### config.mk
export PLATFORM = sky130hd
export DESIGN_NAME = i2c_register_access_master_core
export DESIGN_NICKNAME = d
export VERILOG_FILES = /design/src/design/i2cram_pkg.sv /design/src/design/i2cram_seq.sv /design/src/design/i2c_register_access_master_core.sv
export SDC_FILE = /design/constraint.sdc
export NUM_CORES = 1
export LEC_CHECK = 0
export ABC_CLOCK_PERIOD_IN_PS = 3400
export BUFFER_PORTS_ARGS = -buffer_cell sky130_fd_sc_hd__buf_2
export CORE_MARGIN = 10
export CORE_UTILIZATION = 35
export DETAILED_ROUTE_END_ITERATION = 8
export PLACE_DENSITY = 0.59
export REMOVE_ABC_BUFFERS = 1
export SYNTH_ARGS = -nofsm -noshare
export SYNTH_HDL_FRONTEND = slang
export SYNTH_SLANG_ARGS = --single-unit
### constraint.sdc
create_clock -name clk -period 3.4 [get_ports clk]
set_input_delay 1.02 -clock clk [delete_from_list [all_inputs] [get_ports clk]]
set_output_delay 1.02 -clock clk [all_outputs]
set_load 0.03 [all_outputs]
### src/design/i2cram_pkg.sv
package i2cram_pkg;

	localparam int unsigned KindW    = 2;
	localparam int unsigned AddrW    = 16;
	localparam int unsigned ByteW    = 8;
	localparam int unsigned BitIdxW  = 4;
	localparam int unsigned InDataW  = 40;
	localparam int unsigned OutDataW = 16;

	localparam logic [ByteW-1:0] DevAddrReset    = 8'h00;
	localparam logic [ByteW-1:0] AckTimeoutReset = 8'd250;
	localparam logic [ByteW-1:0] RwMask          = 8'hFE;
	localparam logic [BitIdxW-1:0] BitsPerByte   = 4'd8;

	// input item kinds
	typedef enum logic [KindW-1:0] {
		KIND_TICK  = 2'd0,
		KIND_WRITE = 2'd1,
		KIND_READ  = 2'd2,
		KIND_DATA  = 2'd3
	} kind_t;

	// configuration register indexes
	typedef enum logic {
		REG_DEV_ADDR    = 1'b0,
		REG_ACK_TIMEOUT = 1'b1
	} reg_idx_t;

	// bus sequencer phases
	typedef enum logic [4:0] {
		PH_IDLE      = 5'd0,
		PH_START1    = 5'd1,
		PH_START2    = 5'd2,
		PH_START3    = 5'd3,
		PH_SEND_SET  = 5'd4,
		PH_SEND_HIGH = 5'd5,
		PH_SEND_LOW  = 5'd6,
		PH_ACK_REL   = 5'd7,
		PH_ACK_HIGH  = 5'd8,
		PH_ACK_POLL  = 5'd9,
		PH_ACK_LOW   = 5'd10,
		PH_WAIT_DATA = 5'd11,
		PH_RS1       = 5'd12,
		PH_RS2       = 5'd13,
		PH_RD_HIGH   = 5'd14,
		PH_RD_LOW    = 5'd15,
		PH_MA_SET    = 5'd16,
		PH_MA_HIGH   = 5'd17,
		PH_MA_LOW    = 5'd18,
		PH_MA_REL    = 5'd19,
		PH_STOP_A    = 5'd20,
		PH_STOP_B    = 5'd21,
		PH_STOP_C    = 5'd22,
		PH_STOP_D    = 5'd23
	} phase_t;

	// which byte of the transaction is on the wire
	typedef enum logic [2:0] {
		ST_DEV_WR  = 3'd0,
		ST_REG_HI  = 3'd1,
		ST_REG_LO  = 3'd2,
		ST_WR_DATA = 3'd3,
		ST_DEV_RD  = 3'd4,
		ST_RD_DATA = 3'd5
	} stage_t;

	// one result item, lowest member last so it packs scl at bit 0
	typedef struct packed {
		logic             error;
		logic             done_res;
		logic             busy_res;
		logic             need_data;
		logic             rd_valid;
		logic [ByteW-1:0] rd_data;
		logic             sda_out;
		logic             scl;
	} res_t;

endpackage

### src/design/i2cram_seq.sv
module i2cram_seq (
	input  logic                             clk,
	input  logic                             arst_n,
	input  logic                             en,
	input  logic [i2cram_pkg::KindW-1:0]     kind,
	input  logic [i2cram_pkg::AddrW-1:0]     reg_addr,
	input  logic [i2cram_pkg::ByteW-1:0]     byte_count,
	input  logic [i2cram_pkg::ByteW-1:0]     wr_data,
	input  logic                             sda_in,
	input  logic [i2cram_pkg::ByteW-1:0]     dev_addr,
	input  logic [i2cram_pkg::ByteW-1:0]     ack_timeout,
	output i2cram_pkg::res_t                 res
);

	i2cram_pkg::phase_t                  phase_q, phase_d;
	i2cram_pkg::stage_t                  stage_q, stage_d;
	logic [i2cram_pkg::BitIdxW-1:0]      bit_index_q, bit_index_d;
	logic [i2cram_pkg::ByteW-1:0]        shift_q, shift_d;
	logic [i2cram_pkg::ByteW-1:0]        bytes_left_q, bytes_left_d;
	logic [i2cram_pkg::ByteW-1:0]        wait_count_q, wait_count_d;
	logic [i2cram_pkg::AddrW-1:0]        held_addr_q, held_addr_d;
	logic                                is_read_q, is_read_d;
	logic                                scl_q, scl_d;
	logic                                sda_q, sda_d;
	logic                                err_q, err_d;
	logic [i2cram_pkg::BitIdxW-1:0]      bit_inc;
	logic [i2cram_pkg::ByteW-1:0]        bytes_dec;
	logic [i2cram_pkg::ByteW-1:0]        shift_in;
	logic                                rdv, done, errout;

	assign bit_inc   = bit_index_q + 1'b1;
	assign bytes_dec = (bytes_left_q != '0) ? bytes_left_q - 1'b1 : bytes_left_q;
	assign shift_in  = {shift_q[i2cram_pkg::ByteW-2:0], sda_in};

	// advance the bus sequencer by one item
	always_comb begin
		phase_d      = phase_q;
		stage_d      = stage_q;
		bit_index_d  = bit_index_q;
		shift_d      = shift_q;
		bytes_left_d = bytes_left_q;
		wait_count_d = wait_count_q;
		held_addr_d  = held_addr_q;
		is_read_d    = is_read_q;
		scl_d        = scl_q;
		sda_d        = sda_q;
		err_d        = err_q;
		rdv          = 1'b0;
		done         = 1'b0;
		errout       = 1'b0;
		unique case (i2cram_pkg::kind_t'(kind))
			i2cram_pkg::KIND_WRITE, i2cram_pkg::KIND_READ: begin
				if (phase_q == i2cram_pkg::PH_IDLE) begin
					held_addr_d  = reg_addr;
					bytes_left_d = (byte_count != '0) ? byte_count : 8'd1;
					is_read_d    = (i2cram_pkg::kind_t'(kind) == i2cram_pkg::KIND_READ);
					err_d        = 1'b0;
					shift_d      = dev_addr & i2cram_pkg::RwMask;
					bit_index_d  = '0;
					stage_d      = i2cram_pkg::ST_DEV_WR;
					scl_d        = 1'b1;
					sda_d        = 1'b1;
					phase_d      = i2cram_pkg::PH_START1;
				end
			end
			i2cram_pkg::KIND_DATA: begin
				if (phase_q == i2cram_pkg::PH_WAIT_DATA) begin
					shift_d     = wr_data;
					bit_index_d = '0;
					stage_d     = i2cram_pkg::ST_WR_DATA;
					phase_d     = i2cram_pkg::PH_SEND_SET;
				end
			end
			default: begin
				unique case (phase_q)
					i2cram_pkg::PH_START1: begin
						sda_d = 1'b0; phase_d = i2cram_pkg::PH_START2;
					end
					i2cram_pkg::PH_START2: begin
						scl_d = 1'b0; phase_d = i2cram_pkg::PH_START3;
					end
					i2cram_pkg::PH_START3: begin
						bit_index_d = '0; phase_d = i2cram_pkg::PH_SEND_SET;
					end
					i2cram_pkg::PH_SEND_SET: begin
						sda_d   = shift_q[i2cram_pkg::ByteW-1];
						shift_d = {shift_q[i2cram_pkg::ByteW-2:0], 1'b0};
						phase_d = i2cram_pkg::PH_SEND_HIGH;
					end
					i2cram_pkg::PH_SEND_HIGH: begin
						scl_d = 1'b1; phase_d = i2cram_pkg::PH_SEND_LOW;
					end
					i2cram_pkg::PH_SEND_LOW: begin
						scl_d       = 1'b0;
						bit_index_d = bit_inc;
						phase_d     = (bit_inc >= i2cram_pkg::BitsPerByte) ?
							i2cram_pkg::PH_ACK_REL : i2cram_pkg::PH_SEND_SET;
					end
					i2cram_pkg::PH_ACK_REL: begin
						sda_d = 1'b1; phase_d = i2cram_pkg::PH_ACK_HIGH;
					end
					i2cram_pkg::PH_ACK_HIGH: begin
						scl_d        = 1'b1;
						wait_count_d = '0;
						phase_d      = i2cram_pkg::PH_ACK_POLL;
					end
					i2cram_pkg::PH_ACK_POLL: begin
						if (!sda_in) begin
							scl_d   = 1'b0;
							phase_d = i2cram_pkg::PH_ACK_LOW;
						end else if (wait_count_q >= ack_timeout) begin
							err_d   = 1'b1;
							phase_d = i2cram_pkg::PH_STOP_A;
						end else begin
							wait_count_d = wait_count_q + 1'b1;
						end
					end
					i2cram_pkg::PH_ACK_LOW: begin
						// pick the next byte once the slave has acked
						unique case (stage_q)
							i2cram_pkg::ST_DEV_WR: begin
								shift_d     = held_addr_q[i2cram_pkg::AddrW-1 -: i2cram_pkg::ByteW];
								bit_index_d = '0;
								stage_d     = i2cram_pkg::ST_REG_HI;
								phase_d     = i2cram_pkg::PH_SEND_SET;
							end
							i2cram_pkg::ST_REG_HI: begin
								shift_d     = held_addr_q[i2cram_pkg::ByteW-1:0];
								bit_index_d = '0;
								stage_d     = i2cram_pkg::ST_REG_LO;
								phase_d     = i2cram_pkg::PH_SEND_SET;
							end
							i2cram_pkg::ST_REG_LO: begin
								if (is_read_q) begin
									shift_d     = (dev_addr & i2cram_pkg::RwMask) | 8'd1;
									bit_index_d = '0;
									stage_d     = i2cram_pkg::ST_DEV_RD;
									phase_d     = i2cram_pkg::PH_RS1;
								end else begin
									phase_d = i2cram_pkg::PH_WAIT_DATA;
								end
							end
							i2cram_pkg::ST_WR_DATA: begin
								bytes_left_d = bytes_dec;
								phase_d      = (bytes_dec == '0) ?
									i2cram_pkg::PH_STOP_A : i2cram_pkg::PH_WAIT_DATA;
							end
							i2cram_pkg::ST_DEV_RD: begin
								shift_d     = '0;
								bit_index_d = '0;
								stage_d     = i2cram_pkg::ST_RD_DATA;
								phase_d     = i2cram_pkg::PH_RD_HIGH;
							end
							default: phase_d = i2cram_pkg::PH_STOP_A;
						endcase
					end
					i2cram_pkg::PH_RS1: begin
						sda_d = 1'b1; phase_d = i2cram_pkg::PH_RS2;
					end
					i2cram_pkg::PH_RS2: begin
						scl_d = 1'b1; phase_d = i2cram_pkg::PH_START1;
					end
					i2cram_pkg::PH_RD_HIGH: begin
						sda_d   = 1'b1;
						scl_d   = 1'b1;
						phase_d = i2cram_pkg::PH_RD_LOW;
					end
					i2cram_pkg::PH_RD_LOW: begin
						shift_d     = shift_in;
						scl_d       = 1'b0;
						bit_index_d = bit_inc;
						if (bit_inc >= i2cram_pkg::BitsPerByte) begin
							rdv          = 1'b1;
							bytes_left_d = bytes_dec;
							phase_d      = i2cram_pkg::PH_MA_SET;
						end else begin
							phase_d = i2cram_pkg::PH_RD_HIGH;
						end
					end
					i2cram_pkg::PH_MA_SET: begin
						// nack the last byte, ack the others
						sda_d   = (bytes_left_q == '0);
						phase_d = i2cram_pkg::PH_MA_HIGH;
					end
					i2cram_pkg::PH_MA_HIGH: begin
						scl_d = 1'b1; phase_d = i2cram_pkg::PH_MA_LOW;
					end
					i2cram_pkg::PH_MA_LOW: begin
						scl_d   = 1'b0;
						phase_d = (bytes_left_q == '0) ?
							i2cram_pkg::PH_STOP_A : i2cram_pkg::PH_MA_REL;
					end
					i2cram_pkg::PH_MA_REL: begin
						sda_d       = 1'b1;
						shift_d     = '0;
						bit_index_d = '0;
						stage_d     = i2cram_pkg::ST_RD_DATA;
						phase_d     = i2cram_pkg::PH_RD_HIGH;
					end
					i2cram_pkg::PH_STOP_A: begin
						scl_d = 1'b0; phase_d = i2cram_pkg::PH_STOP_B;
					end
					i2cram_pkg::PH_STOP_B: begin
						sda_d = 1'b0; phase_d = i2cram_pkg::PH_STOP_C;
					end
					i2cram_pkg::PH_STOP_C: begin
						scl_d = 1'b1; phase_d = i2cram_pkg::PH_STOP_D;
					end
					i2cram_pkg::PH_STOP_D: begin
						sda_d   = 1'b1;
						done    = 1'b1;
						errout  = err_q;
						err_d   = 1'b0;
						phase_d = i2cram_pkg::PH_IDLE;
					end
					default: ;
				endcase
			end
		endcase
	end

	// build the result item from the updated state
	always_comb begin
		res.scl       = scl_d;
		res.sda_out   = sda_d;
		res.rd_data   = rdv ? shift_d : '0;
		res.rd_valid  = rdv;
		res.need_data = (phase_d == i2cram_pkg::PH_WAIT_DATA);
		res.busy_res  = (phase_d != i2cram_pkg::PH_IDLE);
		res.done_res  = done;
		res.error     = errout;
	end

	// hold sequencer state, update on each processed item
	always_ff @(posedge clk or negedge arst_n) begin
		if (!arst_n) begin
			phase_q      <= i2cram_pkg::PH_IDLE;
			stage_q      <= i2cram_pkg::ST_DEV_WR;
			bit_index_q  <= '0;
			shift_q      <= '0;
			bytes_left_q <= '0;
			wait_count_q <= '0;
			held_addr_q  <= '0;
			is_read_q    <= 1'b0;
			scl_q        <= 1'b1;
			sda_q        <= 1'b1;
			err_q        <= 1'b0;
		end else if (en) begin
			phase_q      <= phase_d;
			stage_q      <= stage_d;
			bit_index_q  <= bit_index_d;
			shift_q      <= shift_d;
			bytes_left_q <= bytes_left_d;
			wait_count_q <= wait_count_d;
			held_addr_q  <= held_addr_d;
			is_read_q    <= is_read_d;
			scl_q        <= scl_d;
			sda_q        <= sda_d;
			err_q        <= err_d;
		end
	end

	a_bit_index_range: assert property (@(posedge clk) disable iff (!arst_n)
		bit_index_q <= i2cram_pkg::BitsPerByte)
		else $error("bit counter ran past one byte");

	a_poll_bound: assert property (@(posedge clk) disable iff (!arst_n)
		phase_q == i2cram_pkg::PH_ACK_POLL |-> wait_count_q <= ack_timeout)
		else $error("ack wait count passed the timeout");

	a_wait_data_stage: assert property (@(posedge clk) disable iff (!arst_n)
		phase_q == i2cram_pkg::PH_WAIT_DATA |->
			(stage_q == i2cram_pkg::ST_REG_LO || stage_q == i2cram_pkg::ST_WR_DATA) && !is_read_q)
		else $error("waiting for write data outside a write");

	a_idle_released: assert property (@(posedge clk) disable iff (!arst_n)
		phase_q == i2cram_pkg::PH_IDLE |-> scl_q && sda_q)
		else $error("bus not released while idle");

endmodule

### src/design/i2c_register_access_master_core.sv
// Channel   Direction  Handshake                  Payload
// s_axis    in         s_axis_tvalid/tready       tuser: kind; tdata: reg_addr, byte_count,
//                                                 wr_data, sda_in
// m_axis    out        m_axis_tvalid/tready       tdata: scl, sda_out, rd_data, rd_valid,
//                                                 need_data, busy_res, done_res, error
// cfg       in         cfg_valid/cfg_ready        cfg_index, cfg_data
//
// Every accepted item yields exactly one result item. Throughput is one item per cycle
// while the result side does not stall: the item passes an input register and the sequencer
// step between it and the result register.
// Reset puts the bus released high with the sequencer idle; configuration is always ready.
// A stalled result holds while one more item waits in the input register.
module i2c_register_access_master_core (
	input  logic                                clk,
	input  logic                                arst_n,
	input  logic                                s_axis_tvalid,
	output logic                                s_axis_tready,
	// [15:0] reg_addr, [23:16] byte_count, [31:24] wr_data, [32] sda_in
	input  logic [i2cram_pkg::InDataW-1:0]      s_axis_tdata,
	// [1:0] kind
	input  logic [i2cram_pkg::KindW-1:0]        s_axis_tuser,
	output logic                                m_axis_tvalid,
	input  logic                                m_axis_tready,
	// [0] scl, [1] sda_out, [9:2] rd_data, [10] rd_valid, [11] need_data,
	// [12] busy_res, [13] done_res, [14] error
	output logic [i2cram_pkg::OutDataW-1:0]     m_axis_tdata,
	input  logic                                cfg_valid,
	output logic                                cfg_ready,
	input  logic                                cfg_index,
	input  logic [i2cram_pkg::ByteW-1:0]        cfg_data
);

	logic                               in_valid_s1;
	logic [i2cram_pkg::KindW-1:0]       kind_s1;
	logic [i2cram_pkg::AddrW-1:0]       reg_addr_s1;
	logic [i2cram_pkg::ByteW-1:0]       byte_count_s1;
	logic [i2cram_pkg::ByteW-1:0]       wr_data_s1;
	logic                               sda_in_s1;
	logic                               out_valid_s2;
	i2cram_pkg::res_t                   res_s2;
	i2cram_pkg::res_t                   res;
	logic [i2cram_pkg::ByteW-1:0]       dev_addr_q;
	logic [i2cram_pkg::ByteW-1:0]       ack_timeout_q;
	logic                               advance;

	assign advance       = in_valid_s1 && (!out_valid_s2 || m_axis_tready);
	assign s_axis_tready = !in_valid_s1 || advance;
	assign cfg_ready     = 1'b1;

	// capture configuration writes
	always_ff @(posedge clk or negedge arst_n) begin
		if (!arst_n) begin
			dev_addr_q    <= i2cram_pkg::DevAddrReset;
			ack_timeout_q <= i2cram_pkg::AckTimeoutReset;
		end else if (cfg_valid) begin
			unique case (i2cram_pkg::reg_idx_t'(cfg_index))
				i2cram_pkg::REG_DEV_ADDR:    dev_addr_q    <= cfg_data;
				i2cram_pkg::REG_ACK_TIMEOUT: ack_timeout_q <= cfg_data;
				default: ;
			endcase
		end
	end

	// input register: valid flag
	always_ff @(posedge clk or negedge arst_n) begin
		if (!arst_n) begin
			in_valid_s1 <= 1'b0;
		end else if (s_axis_tready) begin
			in_valid_s1 <= s_axis_tvalid;
		end
	end

	// input register: payload
	always_ff @(posedge clk) begin
		if (s_axis_tready && s_axis_tvalid) begin
			kind_s1       <= s_axis_tuser;
			reg_addr_s1   <= s_axis_tdata[15:0];
			byte_count_s1 <= s_axis_tdata[23:16];
			wr_data_s1    <= s_axis_tdata[31:24];
			sda_in_s1     <= s_axis_tdata[32];
		end
	end

	i2cram_seq u_seq (
		.clk         (clk),
		.arst_n      (arst_n),
		.en          (advance),
		.kind        (kind_s1),
		.reg_addr    (reg_addr_s1),
		.byte_count  (byte_count_s1),
		.wr_data     (wr_data_s1),
		.sda_in      (sda_in_s1),
		.dev_addr    (dev_addr_q),
		.ack_timeout (ack_timeout_q),
		.res         (res)
	);

	// result register: valid flag
	always_ff @(posedge clk or negedge arst_n) begin
		if (!arst_n) begin
			out_valid_s2 <= 1'b0;
		end else if (advance) begin
			out_valid_s2 <= 1'b1;
		end else if (m_axis_tready) begin
			out_valid_s2 <= 1'b0;
		end
	end

	// result register: payload
	always_ff @(posedge clk) begin
		if (advance) begin
			res_s2 <= res;
		end
	end

	assign m_axis_tvalid = out_valid_s2;
	assign m_axis_tdata  = {1'b0, res_s2};

	a_done_not_busy: assert property (@(posedge clk) disable iff (!arst_n)
		out_valid_s2 && res_s2.done_res |-> !res_s2.busy_res)
		else $error("done reported while still busy");

	a_error_with_done: assert property (@(posedge clk) disable iff (!arst_n)
		out_valid_s2 && res_s2.error |-> res_s2.done_res)
		else $error("error reported without done");

	a_rd_in_transfer: assert property (@(posedge clk) disable iff (!arst_n)
		out_valid_s2 && res_s2.rd_valid |-> res_s2.busy_res && !res_s2.need_data)
		else $error("read byte outside a read transfer");

endmodule

Yosys cells after proc, flatten, opt, wreduce, memory -nomap -nowiden
Index checks and enable logic that the tools add are counted.
W data, S select, Z words.
- memory bits (read-only): 0
- input port bits: 56
- memories: 0
- bits in registers: 124
- bits in latches: 0
- RAM bits: 0
- multiplexer cells: 58
- divide/modulo/power cells: 0
- shifts and indexed selects: 0
- eq/ne operators: 42
- order comparisons: 2
- multiply operators: 0
- bitwise operators: 4
- $add $sub $neg: 3
- reductions and logical operators: 38
- operators by type and width (kind ; count):
    $pmux W5 S22 ; 1
    $mux W8 ; 10
    $pmux W8 S2 ; 4
    $pmux W8 S4 ; 2
    $eq A5 B4 Y1 const B ; 9
    $eq A5 B5 Y1 const B ; 8
    $mux W5 ; 6
    $reduce_and A6 Y1 ; 4
    $eq A5 B3 Y1 const B ; 4
    $pmux W5 S4 ; 1
    $logic_not A8 Y1 ; 2
    $pmux W4 S2 ; 2
    $reduce_bool A8 Y1 ; 2
    $mux W3 ; 5
    $mux W1 ; 12
    $mux W4 ; 3
    $pmux W3 S2 ; 2
    $pmux W3 S4 ; 1
    $pmux W4 S3 ; 1
    $eq A5 B2 Y1 const B ; 2
    $ne A5 B2 Y1 const B ; 2
    $pmux W5 S2 ; 1
    $reduce_bool A5 Y1 ; 2
    $reduce_or A2 Y1 ; 5
    other kinds (36) ; 56

Logic depth before layout (Yosys ltp)
Gate-level depths: netlist of the first run.
- depth in word-level cells: 8
- gate-level depth with buffers: 10
- mapped depth without buffers: 9

Hierarchy
Synthesis of the first run repeated with hierarchy kept, for this count alone.
- cell total of the unflattened synthesis: 641
- area, all modules: 6730.2 sq um
- by module, submodules not included (module ; times used ; sequential area each (sq um) ; area an instance (sq um) ; cells an instance):
    i2cram_seq ; 1 ; 1403.8 ; 4495.6 ; 544
    i2c_register_access_master_core ; 1 ; 1959.4 ; 2234.6 ; 97

Worst setup path before layout of the first run
Ideal clock, no wire load.
- path type: input-to-reg
- start point: input m_axis_tready
- end point: register res_s2, in the netlist m_axis_tdata[0], enable pin
- arrival: 2.319 ns
- cell stages on the path: 5
- setup slack: 0.696 ns
- buffers on the path: 2
- cells stage by stage: nand2b_1 > nand2_1 > inv_1 > clkbuf_1 > buf_1
- word-level cells in the longest chain between the ends: 2
- RTL lines (what ; RTL line ; text):
    from (decl) ; i2c_register_access_master_core.sv:23 ; input logic m_axis_tready,
    $logic_or A1 B1 Y1 ; i2c_register_access_master_core.sv:46 ; assign advance = in_valid_s1 && (!out_valid_s2 || m_axis_tready);
    $logic_and A1 B1 Y1 ; i2c_register_access_master_core.sv:46 ;
    net advance ; i2c_register_access_master_core.sv:44 ; logic advance;
    to (signal assigned) ; i2c_register_access_master_core.sv:112 ; res_s2 <= res;
    to (decl) ; i2c_register_access_master_core.sv:40 ; i2cram_pkg::res_t res_s2;
The timed path passes the listed nets, and every way through them passes these cells.
A chain may end at the register's enable or synchronous reset.

Worst setup path after layout of the first run
- start point: register u_seq.phase_q[0]
- end point: register u_seq.bit_index_q[2] (netlist name)
- word-level cells in the longest chain between the ends: 4
- elaborated cells between the ends (all ways): 17
- those cells by class: 10 x eq/ne; 2 x mux; 5 x reduce/logical
- RTL lines (what ; RTL line ; text):
    from (decl) ; i2cram_seq.sv:15 ; i2cram_pkg::phase_t phase_q, phase_d;
    from (signal assigned) ; i2cram_seq.sv:237 ; phase_q <= i2cram_pkg::PH_IDLE;
    from (signal assigned) ; i2cram_seq.sv:249 ; phase_q <= phase_d;
    $eq A5 B2 Y1, or another cell as far along ; i2cram_seq.sv:75 ; unique case (phase_q)
    $reduce_or A2 Y1 (no source line) ; n/a ;
    $pmux W4 S3 or $reduce_bool A5 Y1 (tied branches) ; n/a ;
    $pmux W4 S2 or $reduce_and A6 Y1 (tied branches) ; n/a ;
    to (signal assigned) ; i2cram_seq.sv:251 ; bit_index_q <= bit_index_d;
    to (decl) ; i2cram_seq.sv:17 ; logic [i2cram_pkg::BitIdxW-1:0] bit_index_q, bit_index_d;
Parallel ways exist; a longest one is shown, timed or not.

==> results.py, run 1 <==
metrics = {
    "placement": {
        "place_area_sq_mm": 0.00734,
        "dpl_worst_slack_ns": 0.457,
        "gp_congestion": 0.908,
        "port_buffers": 65,
        "hpwl_mm": 13.5,
    },
    "grt": {
        "first_global_vias": 5349,
        "overflow": 0,
        "grt_pass1_wl_mm": 30.0,
        "grtUsageTotal": 0.145,
        "antenna_found_initial": 0,
        "grt_max_degree": 36,
    },
    "critical_path": {
        "crit_family": "simple AND/OR/NAND/NOR gates",
        "required_ns": 3.74,
        "cp.arrival_ns": 3.22,
        "cp_max_fo": 27,
        "setup.worst_path.start_class": "register",
        "r2r_slack_ns": 0.52,
        "crit_buf_inv": 0,
        "crit_slowest_cell": "dfrtp_1",
        "crit_type": "register to register",
        "end_kind": "register",
        "cp_cell_sequence": "and2b_1 -> nand2_1 -> a221oi_4 -> nand3b_2 -> or2_1 -> o21ai_1",
        "cpPeakStageDelay_ns": 0.91,
    },
    "clock_network": {
        "ctsHoldBuffers": 0,
        "cts.path.max_buffers": 2,
        "clkTransAtPathRegs_ns": 0.06,
        "clock-sinks": 123,
        "cts-buffers-inserted": 17,
        "cts_root_buf": "clkbuf_16",
        "cts_resized": 0,
        "cts_setup_buffers": 0,
        "htreeDepth": 4,
        "tritoncts": "done",
        "insertion_delay_ns": 0.42,
    },
    "yosys": {
        "synth.most_common_cell": "dfrtp_1",
        "synth_top_area_share": 0.240,
        "synth_area_sq_mm": 0.00678,
        "synth_common_cells": "dfrtp_1, nor2_1, edfxtp_1, mux2_2, nand2_1",
        "yosysTopAreaCell": "dfrtp_1",
        "synth_ff_type": "dfrtp_1",
        "yosysUniqueCellTypes": 86,
        "synthArstFlopShare": 0.593,
        "yosysWarnings": 0,
        "synthCells": 646,
        "synth_edf_count": 50,
        "synth_seq_cells": 123,
        "avgSynthCellArea_sq_um": 10.5,
        "synth_area_leaders": "dfrtp_1, edfxtp_1, mux2_2, nor2_1, dfstp_2",
        "ys_seq_area_frac": 0.492,
    },
    "timing": {
        "setup_ws_ns": 0.524,
        "tightest_slew_ns": 0.882,
        "drv_slew": 0,
        "finalCritPeriodShare": 0.846,
        "fmax_ghz": 0.348,
        "hold_violations": 0,
        "period_needed_ns": 2.88,
        "timing.slew.headroom": 0.412,
        "clock_skew_ns": 0.00828,
        "setup_viol": 0,
        "whs_ns": 0.475,
        "tns_ns": 0,
        "rsz0062_at_grt": "no",
    },
    "layout": {
        "antennaDiodeCount": 0,
        "nets": 775,
        "fin_area_sq_mm": 0.00793,
        "drive_above_1_share": 0.262,
        "area_growth_pct": 17.0,
    },
    "power_and_ir_drop": {
        "p_leak_nw": 3.22,
        "ir_drop_mv": 0.367,
        "p_per_area_mw_per_mm2": 758,
        "p_total_mw": 6.01,
    },
    "detailed_routing": {
        "routedWlPerCell_um": 18.9,
        "via_count": 5357,
        "final_antenna_net_count": 0,
        "drtIter0Drc": 599,
        "drc": 0,
        "wl_mm": 18.5,
        "first_pass_iters": 5,
        "via_per_inst": 5.48,
    },
    "floorplanning": {
        "die_h_um": 159,
        "die_w_um": 159,
        "start_util": 0.359,
        "core_sq_mm": 0.0189,
        "rows": 50,
        "io_pins": 75,
        "die-area_sq_mm": 0.0253,
    },
    "outcome": {
        "status": "complete, no violations",
    },
    "hold_path": {
        "hp-class": "register to register",
    },
    "job": {
        "max_cap_violations": 0,
    },
}
==> final cells by class <==
cell class                 count  area, sq um
tap                          260          325
sequential                   123         3340
multi-input combinational    458         3150
fill                        1865        11000
timing repair buffer          80          438
clock inverter                12          129
inverter                      24         90.1
clock buffer                  20          457
==> through the flow <==
stage,utilization,std cells
after floorplan,-,605
after global placement,0.389,945
after detailed placement,0.389,945
after CTS,0.420,977
after global routing,0.420,977
final,0.420,977
==> worst paths after layout <==
check / cells after the start / end / from
worst max-delay path: 6 / u_seq.bit_index_q[2] / u_seq.phase_q[0]
worst min-delay path: 1 / u_seq.held_addr_q[0] / reg_addr_s1[0]
worst max register to register: 6 / u_seq.bit_index_q[2] / u_seq.phase_q[0]
worst min register to register: 1 / u_seq.held_addr_q[0] / reg_addr_s1[0]
max in group asynchronous: 2 / ack_timeout_q[7] / arst_n
min in group asynchronous: 1 / u_seq.bit_index_q[2] / arst_n
==> layout by cell type (no fill, tap or decap), types with 4 or more instances in the layout <==
cell type,count
inv_6,4
inv_1,22
nand3_1,16
or3_1,5
xnor2_1,4
a221oi_1,23
a22oi_1,12
nand4_1,8
buf_4,15
a21oi_1,24
a211oi_1,5
a21o_1,10
nand2b_1,11
buf_2,65
nor3b_1,4
nor3_1,14
o211ai_1,5
edfxtp_1,50
a31oi_1,6
xor2_1,6
nand2_1,38
nand3b_1,5
o22ai_1,4
nor2b_1,8
and3_1,7
mux2_2,41
dfrtp_1,65
nor4_1,4
o21ai_0,34
nor2_1,63
a32oi_1,4
and2_1,6
clkbuf_16,17
ha_1,15
dfstp_2,8
o21ai_1,11
==> kinds of logic (layout without fill, tap and decap cells) <==
group,after synthesis,count (layout),synth area share
and+or+nand+nor,215,215,0.167
AOI/OAI and AO/OA,172,172,0.184
DFF,123,123,0.492
buffers and inverters,65,136,0.0425
muxes,43,43,0.0712
adders and majority gates,16,16,0.0293
xor gates and xnor gates,10,10,0.0129
other,2,2,0.00111
==> state kept, by name, summed over array words and instances, names as in the netlist, 2 cells and up <==
name and count:
u_seq.shift_q 8, kind_s1 2, u_seq.bit_index_q 4, ack_timeout_q 8, wr_data_s1 8, byte_count_s1 8
u_seq.bytes_left_q 8, m_axis_tdata 15, u_seq.stage_q 3, dev_addr_q 7, reg_addr_s1 16, u_seq.wait_count_q 8
u_seq.phase_q 5, u_seq.held_addr_q 16
==> power by group <==
group	leakage, nW	internal [mW]	total, mW	switching (mW)
logic	1.56	0.811	1.89	1.08
clock network	0.282	1.07	1.81	0.739
registers	1.38	1.90	2.32	0.420
total	3.22	3.77	6.01	2.24
==> per-layer routing <==
layer  share of wire  track usage
met2            0.45        0.213
met3           0.055       0.0392
met4           0.011       0.0320
met5               0            0
met1            0.48        0.207
Power figures use the tool's default switching activity.
==> run 2: changes to the inputs <==
- ABC_AREA: not set -> 1
- ABC_CLOCK_PERIOD_IN_PS: 3400 -> 2400
- PLACE_DENSITY: 0.59 -> 0.61
- clock period: 3.4 -> 2.4 ns (I/O delays scaled with it)
==> run 2 against run 1 <==
Effect of this change: sequential cell count is the same; register-to-register slack lost 0.38 ns; critical path depth grew 12; critical path type unchanged; cell area grew 2.5%.
==> results.py, run 2 <==
metrics = {
    "yosys": {
        "synth_area_leaders": "dfrtp_1, edfxtp_1, nand2_1, inv_1, nor2_1",
        "synth_common_cells": "nand2_1, inv_1, nor2_1, o21ai_0, dfrtp_1",
        "synth_edf_count": 50,
        "synth_seq_cells": 123,
        "ys_seq_area_frac": 0.511,
        "synth_top_area_share": 0.249,
        "synth_xor_area_frac": 0.00670,
        "avgSynthCellArea_sq_um": 8.39,
        "yosysUniqueCellTypes": 55,
        "yosysWarnings": 0,
        "synthAdderAreaFrac": 0.0287,
        "synthArstFlopShare": 0.593,
        "yosysTopAreaCell": "dfrtp_1",
        "synth_top_family_by_area": "simple AND/OR/NAND/NOR gates",
        "synth.most_common_cell": "nand2_1",
        "synthSimpleGateAreaFrac": 0.223,
        "synth_ff_type": "dfrtp_1",
        "synthCells": 779,
        "synth_compound_area_frac": 0.140,
        "synth_area_sq_mm": 0.00654,
        "synth_mux_area_frac": 0.00842,
    },
    "detailed_routing": {
        "met2WireLength_mm": 7.12,
        "drc": 0,
        "maxUsedRoutingLayer": "met4",
        "met1Wirelength_mm": 7.95,
        "final_antenna_net_count": 0,
        "via_count": 5523,
        "first_pass_iters": 5,
        "routedWlPerCell_um": 14.5,
        "routed-wl-met3_um": 908,
        "via_per_inst": 4.87,
        "drtIter0Drc": 444,
        "wl_mm": 16.4,
    },
    "timing": {
        "setup_viol": 0,
        "tns_ns": 0,
        "period_needed_ns": 2.25,
        "tightest_slew_ns": 0.664,
        "whs_ns": 0.273,
        "fmax_ghz": 0.444,
        "hold_violations": 0,
        "finalCritPeriodShare": 0.939,
        "drv_slew": 0,
        "timing.slew.headroom": 0.555,
        "clock_skew_ns": 0.0121,
        "setup_ws_ns": 0.146,
    },
    "layout": {
        "area_growth_pct": 24.4,
        "mostFrequentLayoutCells": "nand2_1, inv_1, nor2_1",
        "antennaDiodeCount": 0,
        "final_common_cell": "nand2_1",
        "nets": 962,
        "fill_cells": 1786,
        "drive_above_1_share": 0.222,
    },
    "critical_path": {
        "cpPeakStageDelay_ns": 0.38,
        "crit_family": "simple AND/OR/NAND/NOR gates",
        "crit_buf_inv": 2,
        "crit_top_cell": "nand2_1",
        "cp_max_fo": 4,
        "setup.worst_path.start_class": "register",
        "crit_slowest_cell": "dfrtp_1",
        "cp_cell_sequence": "inv_2 -> ha_4 -> nand2_2 -> nor2_4 -> buf_6 -> nor2_1 -> nor2_1 -> nand2_1 -> nor2_1 -> nand2_1 -> nand2_2 -> nand2_1 -> nand2_2 -> nand3_1 -> nand2_1 -> nand2_1 -> nor2_1 -> nand3_1",
        "cp.arrival_ns": 2.41,
        "end_kind": "register",
        "crit_type": "register to register",
        "required_ns": 2.56,
    },
    "power_and_ir_drop": {
        "combPwrFrac": 0.368,
        "p_int_mw": 5.62,
        "netSwitchingFraction": 0.370,
        "ir_drop_mv": 0.678,
        "p_leak_nw": 3.84,
        "p_seq_frac": 0.340,
        "power.switching_mw": 3.30,
        "p_per_area_mw_per_mm2": 1100,
        "p_total_mw": 8.93,
        "p_clk_frac": 0.292,
    },
    "job": {
        "max_cap_violations": 0,
    },
    "grt": {
        "grt_max_degree": 40,
        "overflow": 0,
        "antenna_found_initial": 0,
        "grt_pass1_wl_mm": 27.1,
        "grtUsageTotal": 0.139,
        "first_global_vias": 5345,
    },
    "floorplanning": {
        "die_w_um": 157,
        "die-area_sq_mm": 0.0245,
        "core_sq_mm": 0.0181,
        "die_h_um": 157,
        "start_util": 0.360,
        "io_pins": 75,
        "rows": 49,
    },
    "clock_network": {
        "cts-buffers-inserted": 17,
        "clock-sinks": 123,
        "insertion_delay_ns": 0.42,
        "clkTransAtPathRegs_ns": 0.06,
        "tritoncts": "done",
        "htreeDepth": 4,
        "cts_root_buf": "clkbuf_16",
        "cts.path.max_buffers": 2,
    },
    "outcome": {
        "status": "complete, no violations",
    },
    "placement": {
        "dpl_worst_slack_ns": 0.00372,
        "gp_congestion": 0.937,
        "port_buffers": 65,
        "hpwl_mm": 12.6,
    },
    "hold_path": {
        "hp-class": "input pin to async pin",
    },
}
## run 2: per-stage QoR
step	cell area, sq um	instances	util
5_1_grt	8130	1133	0.448
4_1_cts	8050	1132	0.444
3_3_place_gp	7440	1100	0.410
2_1_floorplan	6460	762	-
6_report	8130	1133	0.448
3_5_place_dp	7440	1100	0.410
## run 2: final timing paths
path                            cells after the start                   from               endpoint  slack [ns]
worst max-delay path                               18  u_seq.bytes_left_q[1]       m_axis_tdata[12]        0.15
worst min-delay path                                1                 arst_n            u_seq.err_q        0.27
worst max register to register                     18  u_seq.bytes_left_q[1]       m_axis_tdata[12]        0.15
worst min register to register                      1        reg_addr_s1[15]  u_seq.held_addr_q[15]        0.48
max in group asynchronous                           2                 arst_n       ack_timeout_q[7]        1.53
min in group clk                                    1       s_axis_tdata[29]          wr_data_s1[5]        0.47
## run 2: area by class of cell
type / count / area [sq um] / area share
multi-input cells: 518 / 2740 / 0.337
flip-flops and latches: 123 / 3340 / 0.411
repair buffers: 110 / 704 / 0.0866
clock buffers: 19 / 443 / 0.0545
inverters: 121 / 457 / 0.0562
well taps: 229 / 287 / 0.0352
clock inverters: 13 / 164 / 0.0202
## run 2: repair_timing
action                     in CTS  in global routing
pin swaps                       0                  5
setup endpoints to repair       1                 14
hold buffers                    0                  0
buffers inserted                0                  1
gates resized for setup         2                 24
## run 2: power groups by stage
stage          Combinational (mW)  Clock [mW]  Sequential, mW
2_1_floorplan                2.00           0            3.08
3_3_place_gp                 3.12           0            3.05
3_5_place_dp                 3.13           0            3.06
4_1_cts                      3.15        2.67            3.03
5_1_grt                      3.69        2.75            3.11
6_report                     3.28        2.61            3.04
## run 2: kinds of logic after synthesis
kind of cell,after synthesis
other cells,2
mux,5
flops,123
compound gates,158
fa+ha+maj,15
xor+xnor,5
buf+inv,138
simple gates,333
## run 2: routing by layer
layer,GRT usage,up-vias
met1,0.192,2500
met2,0.202,183
li1,-,2811
met5,0,-
met3,0.0291,29
met4,0.0661,0
==> run 3: changes to the inputs <==
- CTS_BUF_LIST: not set -> sky130_fd_sc_hd__clkbuf_2 sky130_fd_sc_hd__clkbuf_4 sky130_fd_sc_hd__clkbuf_8
==> run 3 against run 2 <==
Effect of this change: sequential share of layout area is 0.96 points higher; clock power decreased by 26%; sequential power is essentially flat; critical path type unchanged.
==> results.py, run 3 (synthesized netlist as in run 2, its figures left out) <==
metrics = {
    "critical_path": {
        "crit_type": "register to register",
        "crit_buf_inv": 2,
        "cpPeakStageDelay_ns": 0.39,
        "cp_cell_sequence": "inv_2 -> ha_4 -> nand2_2 -> nor2_4 -> buf_6 -> nor2_1 -> nor2_1 -> nand2_1 -> nor2_1 -> nand2_1 -> nand2_2 -> nand2_1 -> nand2_1 -> nand3_2 -> nand2_2 -> nand2_4 -> nor2_2 -> nand3_1",
        "end_kind": "register",
        "crit_top_cell": "nand2_1",
        "cp_max_fo": 4,
        "cp.arrival_ns": 2.43,
        "crit_slowest_cell": "dfrtp_1",
        "crit_family": "simple AND/OR/NAND/NOR gates",
        "required_ns": 2.58,
        "setup.worst_path.start_class": "register",
    },
    "power_and_ir_drop": {
        "p_leak_nw": 3.76,
        "p_per_area_mw_per_mm2": 1040,
        "ir_drop_mv": 0.540,
    },
    "grt": {
        "overflow": 0,
        "grt_pass1_wl_mm": 27.1,
        "antenna_found_initial": 0,
        "first_global_vias": 5361,
        "grt_max_degree": 40,
        "grtUsageTotal": 0.137,
    },
    "timing": {
        "setup_viol": 0,
        "drv_slew": 0,
        "fmax_ghz": 0.445,
        "period_needed_ns": 2.25,
        "timing.slew.headroom": 0.573,
        "tightest_slew_ns": 0.636,
        "clock_skew_ns": 0.0113,
        "setup_ws_ns": 0.153,
        "finalCritPeriodShare": 0.936,
        "hold_violations": 0,
    },
    "detailed_routing": {
        "wl_mm": 16.3,
        "final_antenna_net_count": 0,
        "routedWlPerCell_um": 14.4,
        "first_pass_iters": 5,
        "drc": 0,
        "via_count": 5523,
        "drtIter0Drc": 397,
        "via_per_inst": 4.87,
    },
    "floorplanning": {
        "rows": 49,
        "io_pins": 75,
        "start_util": 0.360,
        "die_w_um": 157,
        "die-area_sq_mm": 0.0245,
        "core_sq_mm": 0.0181,
        "die_h_um": 157,
    },
    "placement": {
        "place_area_sq_mm": 0.00744,
        "hpwl_mm": 12.6,
        "dpl_worst_slack_ns": 0.00372,
        "port_buffers": 65,
        "gp_congestion": 0.937,
        "placed_cells": 1100,
    },
    "clock_network": {
        "insertion_delay_ns": 0.44,
        "cts-buffers-inserted": 17,
        "tritoncts": "done",
        "cts.path.max_buffers": 2,
        "clock-sinks": 123,
        "cts_root_buf": "clkbuf_8",
        "clkTransAtPathRegs_ns": 0.08,
        "htreeDepth": 4,
        "ctsHoldBuffers": 0,
    },
    "outcome": {
        "status": "complete, no violations",
    },
    "layout": {
        "layout.cells.non_filler": 1133,
        "final_common_cell": "nand2_1",
        "postLayoutCoreUtil": 0.438,
        "mostFrequentLayoutCells": "nand2_1, inv_1, nor2_1",
        "antennaDiodeCount": 0,
        "nets": 962,
        "fin_area_sq_mm": 0.00795,
        "drive_above_1_share": 0.226,
        "area_growth_pct": 21.6,
    },
    "job": {
        "max_cap_violations": 0,
    },
    "hold_path": {
        "hp-class": "input pin to async pin",
    },
}
run 3: report_power, final:
group	leakage, nW	total (mW)	internal, mW	switching (mW)
clock	0.210	1.93	1.07	0.855
sequential	1.36	3.03	2.72	0.312
combinational	2.19	3.28	1.23	2.05
run 3: metrics by stage:
stage | power, mW | TNS (ns) | hold WS (ns)
floorplan | 5.08 | -8.66 | 0.424
global placement | 6.17 | -0.0179 | 0.468
detailed placement | 6.19 | 0 | 0.473
CTS | 8.16 | 0 | 0.234
global route | 8.85 | -0.0422 | 0.258
finish | 8.24 | 0 | 0.250
run 3: area by class of cell:
class	count	area (sq um)
clock buffer	19	255
clock inverter	13	164
fill	1812	10200
inverter	121	457
multi-input combinational	518	2740
sequential	123	3340
tap	229	287
timing repair buffer	110	704
run 3: routing by layer:
| layer | global-route usage | share of wire | wire length, um | vias up |
|---|---|---|---|---|
| li1 | - | - | - | 2807 |
| met1 | 0.191 | 0.49 | 8070 | 2510 |
| met2 | 0.202 | 0.43 | 7060 | 173 |
| met3 | 0.0299 | 0.050 | 824 | 33 |
| met4 | 0.0580 | 0.023 | 369 | 0 |
| met5 | 0 | 0 | 0 | - |
run 3: worst paths after layout:
| check | from | to | slack [ns] | cells after the start |
|---|---|---|---|---|
| min in group clk | s_axis_tdata[2] | reg_addr_s1[2] | 0.45 | 1 |
| worst min register to register | reg_addr_s1[0] | u_seq.held_addr_q[0] | 0.48 | 1 |
| worst max register to register | u_seq.bytes_left_q[1] | m_axis_tdata[12] | 0.15 | 18 |
| worst max-delay path | u_seq.bytes_left_q[1] | m_axis_tdata[12] | 0.15 | 18 |
| max in group asynchronous | arst_n | u_seq.sda_q | 1.55 | 2 |
| worst min-delay path | arst_n | u_seq.err_q | 0.25 | 1 |
run 3: worst register-to-register path, stage by stage, from the launching register on:
cell	delay (ns)
dfrtp_1	0.39
inv_2	0.08
ha_4	0.14
nand2_2	0.07
nor2_4	0.16
buf_6	0.12
nor2_1	0.03
nor2_1	0.12
nand2_1	0.07
nor2_1	0.10
nand2_1	0.10
nand2_2	0.10
nand2_1	0.06
nand2_1	0.08
nand3_2	0.07
nand2_2	0.09
nand2_4	0.06
nor2_2	0.10
nand3_1	0.07
run 3: repair_timing:
item,CTS,global route
endpoints found under the setup margin,1,13
resized for setup,2,26
setup buffers,0,1
pin swaps,0,5
